**config.mk**
```make
export PLATFORM = sky130hd
export DESIGN_NAME = hex_float_long_adder_unit
export DESIGN_NICKNAME = d
export VERILOG_FILES = /design/src/design/hfla_pkg.sv /design/src/design/hfla_lzc.sv /design/src/design/hex_float_long_adder_unit.sv
export SDC_FILE = /design/constraint.sdc
export NUM_CORES = 2
export LEC_CHECK = 0
export BUFFER_PORTS_ARGS = -buffer_cell sky130_fd_sc_hd__buf_4
export CAP_MARGIN = 20
export CORE_MARGIN = 3
export CORE_UTILIZATION = 63
export CTS_CLUSTER_DIAMETER = 60
export CTS_CLUSTER_SIZE = 30
export DETAILED_ROUTE_END_ITERATION = 7
export PLACE_DENSITY = 0.93
export SYNTH_ARGS = -nofsm -noshare
export SYNTH_HDL_FRONTEND = slang
export SYNTH_SLANG_ARGS = --single-unit
```
**constraint.sdc**
```tcl
create_clock -name clock -period 16.62 [get_ports clock]
set_input_delay 0.831 -clock clock [delete_from_list [all_inputs] [get_ports clock]]
set_output_delay 0.831 -clock clock [all_outputs]
set_load 0.01 [all_outputs]
```
**src/design/hfla_pkg.sv**
```systemverilog
// ============================================================================
// hfla_pkg
// shared widths, condition codes and types of the hex float long adder
// ============================================================================
package hfla_pkg;

   localparam int FracW   = 56;
   localparam int ExpW    = 7;
   localparam int DigitW  = 4;
   localparam int Digits  = FracW / DigitW;
   localparam int CntW    = 4;
   localparam int MaxDiff = 14;

   typedef logic [1:0] cc_type;

   localparam cc_type CC_ZERO = 2'd0;
   localparam cc_type CC_NEG  = 2'd1;
   localparam cc_type CC_POS  = 2'd2;
   localparam cc_type CC_OVF  = 2'd3;

   typedef struct packed {
      logic            zero;
      logic [CntW-1:0] count;
   } lzc_type;

endpackage

```
**src/design/hfla_lzc.sv**
```systemverilog
// ============================================================================
// hfla_lzc
// leading zero hex digit count of a long fraction, with zero detect
// ============================================================================
module hfla_lzc (
   input  logic [hfla_pkg::FracW-1:0] frac,
   output hfla_pkg::lzc_type          lzc
);

   always_comb begin
      lzc.zero  = 1'b1;
      lzc.count = '0;
      // highest nonzero digit wins
      for (int i = 0; i < hfla_pkg::Digits; i++) begin
         if (frac[i*hfla_pkg::DigitW +: hfla_pkg::DigitW] != '0) begin
            lzc.zero  = 1'b0;
            lzc.count = hfla_pkg::CntW'(hfla_pkg::Digits - 1 - i);
         end
      end
   end

endmodule

```
**src/design/hex_float_long_adder_unit.sv**
```systemverilog
// ============================================================================
// hex_float_long_adder_unit
// five stage pipelined adder for 64-bit hexadecimal floating-point words
// ============================================================================
// One add enters per cycle unless the input side is stalled, and passes
// exponent compare and operand swap, hex-digit alignment shift, fraction add
// or subtract with carry digit, leading digit count, then normalize (if
// req_mode is set) and pack into the output register. A stall on the result
// side freezes every stage together, so the input side is stalled only while
// a finished result waits and cannot move; nothing is dropped or repeated.
module hex_float_long_adder_unit (
   input  logic                  clock,
   input  logic                  reset,
   input  logic                  req_valid,
   output logic                  req_stall,
   input  logic [63:0]           req_operand_a,
   input  logic [63:0]           req_operand_b,
   input  logic                  req_mode,
   output logic                  rsp_valid,
   input  logic                  rsp_stall,
   output logic [63:0]           rsp_result_word,
   output hfla_pkg::cc_type      rsp_cond_code
);

   localparam int FW = hfla_pkg::FracW;
   localparam int EW = hfla_pkg::ExpW;

   logic advance;

   // stage 1: compare and swap
   logic          s1_valid_ff, s1_valid_in;
   logic          s1_mode_ff, s1_sign_ff, s1_unlike_ff, s1_shift_b_ff;
   logic [EW-1:0] s1_exp_ff;
   logic [3:0]    s1_amt_ff;
   logic [FW-1:0] s1_fa_ff, s1_fb_ff;
   logic          s1_sign_in, s1_unlike_in, s1_shift_b_in;
   logic [EW-1:0] s1_exp_in;
   logic [3:0]    s1_amt_in;
   logic [FW-1:0] s1_fa_in, s1_fb_in;

   // stage 2: aligned
   logic          s2_valid_ff, s2_mode_ff, s2_sign_ff, s2_unlike_ff;
   logic [EW-1:0] s2_exp_ff;
   logic [FW-1:0] s2_fa_ff, s2_fb_ff;
   logic [FW-1:0] s2_fa_in, s2_fb_in, s2_shifted;

   // stage 3: summed
   logic          s3_valid_ff, s3_mode_ff, s3_sign_ff;
   logic [EW:0]   s3_exp_ff, s3_exp_in;
   logic [FW-1:0] s3_frac_ff, s3_frac_in;
   logic          s3_sign_in;
   logic [FW:0]   sum_ab, dif_ab, dif_ba, raw;

   // stage 4: counted
   logic              s4_valid_ff, s4_mode_ff, s4_sign_ff;
   logic [EW:0]       s4_exp_ff;
   logic [FW-1:0]     s4_frac_ff;
   hfla_pkg::lzc_type s4_lzc_ff, s4_lzc_in;

   // output register
   logic             rsp_valid_ff;
   logic [63:0]      rsp_word_ff, rsp_word_in;
   hfla_pkg::cc_type rsp_cc_ff, rsp_cc_in;
   logic [EW+1:0]    norm_exp;
   logic [FW-1:0]    norm_frac;

   logic [EW-1:0] ea, eb, diff;
   logic          sa, sb, a_gt;

   assign advance   = !rsp_valid_ff || !rsp_stall;
   assign req_stall = !advance;
   assign s1_valid_in = req_valid;

   always_comb begin
      sa   = req_operand_a[63];
      sb   = req_operand_b[63];
      ea   = req_operand_a[62:56];
      eb   = req_operand_b[62:56];
      a_gt = ea > eb;
      diff = a_gt ? (ea - eb) : (eb - ea);
      s1_exp_in = a_gt ? ea : eb;
      if (diff > EW'(hfla_pkg::MaxDiff)) begin
         // far apart: larger operand passes through
         s1_sign_in    = a_gt ? sa : sb;
         s1_fa_in      = a_gt ? req_operand_a[FW-1:0] : req_operand_b[FW-1:0];
         s1_fb_in      = '0;
         s1_unlike_in  = 1'b0;
         s1_shift_b_in = 1'b0;
         s1_amt_in     = '0;
      end else begin
         s1_sign_in    = sa;
         s1_fa_in      = req_operand_a[FW-1:0];
         s1_fb_in      = req_operand_b[FW-1:0];
         s1_unlike_in  = sa ^ sb;
         s1_shift_b_in = a_gt;
         s1_amt_in     = diff[3:0];
      end
   end

   always_comb begin
      s2_shifted = (s1_shift_b_ff ? s1_fb_ff : s1_fa_ff) >> {s1_amt_ff, 2'b00};
      s2_fa_in   = s1_shift_b_ff ? s1_fa_ff : s2_shifted;
      s2_fb_in   = s1_shift_b_ff ? s2_shifted : s1_fb_ff;
   end

   always_comb begin
      sum_ab = {1'b0, s2_fa_ff} + {1'b0, s2_fb_ff};
      dif_ab = {1'b0, s2_fa_ff} - {1'b0, s2_fb_ff};
      dif_ba = {1'b0, s2_fb_ff} - {1'b0, s2_fa_ff};
      s3_sign_in = s2_sign_ff;
      if (!s2_unlike_ff) begin
         raw = sum_ab;
      end else if (!dif_ab[FW]) begin
         raw = dif_ab;
      end else begin
         raw = dif_ba;
         s3_sign_in = !s2_sign_ff;
      end
      // carry digit
      if (raw[FW]) begin
         s3_frac_in = {3'b000, raw[FW:4]};
         s3_exp_in  = {1'b0, s2_exp_ff} + (EW+1)'(1);
      end else begin
         s3_frac_in = raw[FW-1:0];
         s3_exp_in  = {1'b0, s2_exp_ff};
      end
   end

   hfla_lzc u_lzc (
      .frac (s3_frac_ff),
      .lzc  (s4_lzc_in)
   );

   always_comb begin
      if (s4_mode_ff) begin
         norm_exp  = {1'b0, s4_exp_ff} - (EW+2)'(s4_lzc_ff.count);
         norm_frac = s4_frac_ff << {s4_lzc_ff.count, 2'b00};
      end else begin
         norm_exp  = {1'b0, s4_exp_ff};
         norm_frac = s4_frac_ff;
      end
      if (s4_lzc_ff.zero) begin
         rsp_word_in = '0;
         rsp_cc_in   = hfla_pkg::CC_ZERO;
      end else if (norm_exp[EW+1]) begin
         // underflow
         rsp_word_in = '0;
         rsp_cc_in   = hfla_pkg::CC_OVF;
      end else begin
         rsp_word_in = {s4_sign_ff, norm_exp[EW-1:0], norm_frac};
         if (norm_exp[EW]) begin
            rsp_cc_in = hfla_pkg::CC_OVF;
         end else if (s4_sign_ff) begin
            rsp_cc_in = hfla_pkg::CC_NEG;
         end else begin
            rsp_cc_in = hfla_pkg::CC_POS;
         end
      end
   end

   always_ff @(posedge clock) begin
      if (reset) begin
         s1_valid_ff  <= 1'b0;
         s2_valid_ff  <= 1'b0;
         s3_valid_ff  <= 1'b0;
         s4_valid_ff  <= 1'b0;
         rsp_valid_ff <= 1'b0;
      end else if (advance) begin
         s1_valid_ff  <= s1_valid_in;
         s2_valid_ff  <= s1_valid_ff;
         s3_valid_ff  <= s2_valid_ff;
         s4_valid_ff  <= s3_valid_ff;
         rsp_valid_ff <= s4_valid_ff;
      end
   end

   always_ff @(posedge clock) begin
      if (advance) begin
         s1_mode_ff    <= req_mode;
         s1_sign_ff    <= s1_sign_in;
         s1_unlike_ff  <= s1_unlike_in;
         s1_shift_b_ff <= s1_shift_b_in;
         s1_exp_ff     <= s1_exp_in;
         s1_amt_ff     <= s1_amt_in;
         s1_fa_ff      <= s1_fa_in;
         s1_fb_ff      <= s1_fb_in;

         s2_mode_ff    <= s1_mode_ff;
         s2_sign_ff    <= s1_sign_ff;
         s2_unlike_ff  <= s1_unlike_ff;
         s2_exp_ff     <= s1_exp_ff;
         s2_fa_ff      <= s2_fa_in;
         s2_fb_ff      <= s2_fb_in;

         s3_mode_ff    <= s2_mode_ff;
         s3_sign_ff    <= s3_sign_in;
         s3_exp_ff     <= s3_exp_in;
         s3_frac_ff    <= s3_frac_in;

         s4_mode_ff    <= s3_mode_ff;
         s4_sign_ff    <= s3_sign_ff;
         s4_exp_ff     <= s3_exp_ff;
         s4_frac_ff    <= s3_frac_ff;
         s4_lzc_ff     <= s4_lzc_in;

         rsp_word_ff   <= rsp_word_in;
         rsp_cc_ff     <= rsp_cc_in;
      end
   end

   assign rsp_valid       = rsp_valid_ff;
   assign rsp_result_word = rsp_word_ff;
   assign rsp_cond_code   = rsp_cc_ff;

endmodule
```
==> run summary <==
fill count: 3704
Max clock buf depth: 3
syn_area_per_cell: 10.1 um^2
io pins: 201
NumNets Final: 3727
Synth top area share: 0.408
root buffer cell: clkbuf_16
final setup skew: 0.0424 ns
Synth Net Count: 3643
I/O Buffers: 200
Worst setup startpoint: s2_fb_ff[29]
Tcrit/Tclk final: 0.306
DR iter-0 viols: 3524
crit path launch type: register
RR Endpoint: s3_exp_ff[6]
antenna violations before repair: 0
clock network power share: 0.136
Placed Cells incl. Taps: 4030
Net Sw Frac: 0.464
Placer Congestion: 1.01
Max-slew headroom: 0.164
top_reg_cell synth: edfxtp_1
CP max FO: 57
antenna viol nets, final: 0
Residual DRC: 0
DR vias: 27346
Gate Count Post-Synth: 3305
H-tree Lvls: 2
Final Non-Filler Cells: 4096
finished layout cell area: 36400 um^2
Die Wd: 236 um
Worst EP required: 16.94 ns
Initial Utilization: 0.642
post-CTS resize count: 0
die area: 55500 um^2
Mapped Area: 33200 um^2
global-route wire length before repair: 151 mm
Final Hold Fails: 0
CP Class: reg2reg
core area: 51700 um^2
clock buffer count from CTS: 35
worst min path class: reg2reg
area leader, netlist: edfxtp_1
max_cap viols: 0
launching point of the worst reg2reg path: s2_fb_ff[29]
Pre-antenna DRT Iters: 7
Overflow after GRT: 0
Comb power frac: 0.553
num rows: 83
CP endpoint: s3_exp_ff[6]
GRT Overall Usage: 0.345
Post-synth EDFFs: 452
vias per cell: 6.68
upper clock frequency limit: 0.197 GHz
Cell variety after synth: 85
clock slew at reported path FFs: 0.09 ns
maximum vdd drop: 131 uV
Worst Setup End Kind: register
top post-synthesis cells by area: edfxtp_1 (41%), ha_1 (7.5%), mux2_2 (5.0%)
Routed WL per cell: 24.2 um
Final Max Slew Viols: 0
vias in the first global route: 26333
R2R setup slack: 11.54 ns
power share of the sequential group: 0.310
worst-margin pin slew: 1.25 ns
Post-CTS Repair Setup Buffers: 0
critical path arrival: 5.40 ns
fin crit period: 5.08 ns
status: finished, final reports clean
area grow syn2layout: 9.57%
die outline height: 236 um
RSZ-0062 raised after global routing: no
Worst-Skew Late Latency: 0.59 ns
post-synthesis sequential area ratio: 0.412
Ant. Diodes: 0
largest net degree at the start of global routing: 189
CTS tree: done
Fin Setup TNS: 0 ns
switching power: 3210 uW
final setup violation count: 0
number of buffers inserted by hold repair at cts: 0
r2r worst-path depth: 13
Hold Crit Depth: 0
Syn. warnings: 0
leakage: 0.0150 uW
Power Density: 190 nW/um^2
clk sink count: 457
Placement Cell Area: 35100 um^2
WL final: 99.0 mm
FF+latch count, synth: 457
share of cells above drive strength 1: 0.164
DP HPWL: 74.7 mm
asr flop ratio synth: 0
final hold slack: 0.419 ns
internal cell power: 3710 uW
## power by group through the flow
stage | logic, uW | clock network, uW | registers (uW)
final | 3830 | 943 | 2150
after global routing | 4110 | 995 | 2190
after CTS | 3700 | 950 | 2140
after detailed placement | 3670 | 0 | 2160
after global placement | 3630 | 0 | 2130
after floorplan | 2560 | 0 | 2060
## cell families after synthesis
kind of cell	count (synthesis)	share of synthesized area
compound gates	892	0.172
simple gates	898	0.129
xor+xnor	71	0.0187
fa+ha+maj	205	0.0786
mux	361	0.140
flops	457	0.412
buf+inv	421	0.0496
## layout by cell type (no fill, tap or decap), types with 14 or more instances in the layout
master / n
a21o_1: 44
o211ai_1: 28
buf_4: 231
nand3_1: 56
and3_1: 17
mux2_2: 148
a21oi_1: 285
a221oi_1: 15
nand2b_1: 27
ha_1: 199
o22ai_1: 15
o31ai_1: 35
nor3_1: 61
a31oi_1: 21
o21bai_1: 42
nand2_1: 227
o21ai_0: 179
or2_2: 14
xnor2_1: 55
mux4_2: 56
xor2_1: 16
mux2_4: 30
a22oi_1: 26
clkbuf_16: 37
nor2b_1: 34
inv_1: 223
o21a_1: 17
nor2_1: 269
mux2i_1: 120
a211o_1: 15
nand4_1: 34
nor4_1: 34
edfxtp_1: 452
and2_1: 88
a211oi_1: 59
## cell type report
class | count | area, um^2 | area share
clock buffers | 40 | 947 | 0.0260
clock inverters | 24 | 348 | 0.00955
inverters | 235 | 882 | 0.0242
multi-input cells | 2427 | 17900 | 0.493
flip-flops and latches | 457 | 13700 | 0.376
well taps | 680 | 851 | 0.0234
repair buffers | 233 | 1770 | 0.0487
## Yosys cell counts, types with 14 or more instances
cell and instances:
a211o_1 15, a211oi_1 59, a21o_1 44, a21oi_1 285, a221oi_1 15, a22oi_1 26, a31oi_1 21, and2_1 88
and3_1 17, buf_1 21, buf_2 17, clkbuf_1 140, edfxtp_1 452, ha_1 199, inv_1 224, mux2_2 148
mux2_4 30, mux2i_1 120, mux4_2 56, nand2_1 228, nand2b_1 28, nand3_1 56, nand4_1 34, nor2_1 270
nor2b_1 34, nor3_1 61, nor4_1 34, o211ai_1 28, o21a_1 17, o21ai_0 179, o21bai_1 42, o22ai_1 15
o31ai_1 35, or2_2 14, xnor2_1 55, xor2_1 16
## worst max-delay path, cell delays in order, from the launching register on
cell      delay, ns
edfxtp_1       0.45
ha_1           0.47
a21oi_1        0.25
o21ai_0        0.27
a21oi_1        0.33
o221ai_1       0.26
or4_1          0.74
nand2_1        0.15
buf_4          0.50
o211ai_1       0.20
a22o_2         0.25
buf_4          0.31
nor4_1         0.39
xor2_1         0.12
## through the flow
stage,setup slack [ns],util,power [uW]
5_1_grt,11.37,0.704,7290
3_5_place_dp,11.29,0.678,5830
4_1_cts,11.74,0.703,6790
3_3_place_gp,11.33,0.678,5760
6_report,11.54,0.704,6930
2_1_floorplan,3.59,-,4620
## worst min path at each step
stage | startpoint | to | slack (ns)
2_1_floorplan | s1_exp_ff[0] | s2_exp_ff[0] | 0.40
3_5_place_dp | s1_exp_ff[4] | s2_exp_ff[4] | 0.40
5_1_grt | s3_exp_ff[6] | s4_exp_ff[6] | 0.42
3_3_place_gp | s1_unlike_ff | s2_unlike_ff | 0.40
6_report | s3_exp_ff[6] | s4_exp_ff[6] | 0.42
4_1_cts | reset | s4_valid_ff | 0.41
## layer usage
layer,share of wire,GRT usage,wire (um)
met1,0.40,0.472,39700
met2,0.46,0.550,45800
met3,0.090,0.0559,8880
met4,0.047,0.149,4630
met5,0,0,0
## flip-flops by register name, summed over array words and instances, names as in the netlist, 4 cells and up
name and count:
rsp_result_word 64, s1_fa_ff 56, s1_fb_ff 56, s2_fa_ff 56, s2_fb_ff 56, s3_frac_ff 56, s4_frac_ff 56, s3_exp_ff 8
s4_exp_ff 8, s1_exp_ff 7, s2_exp_ff 7, s4_lzc_ff 5, s1_amt_ff 4
Power figures use the tool's default switching activity.
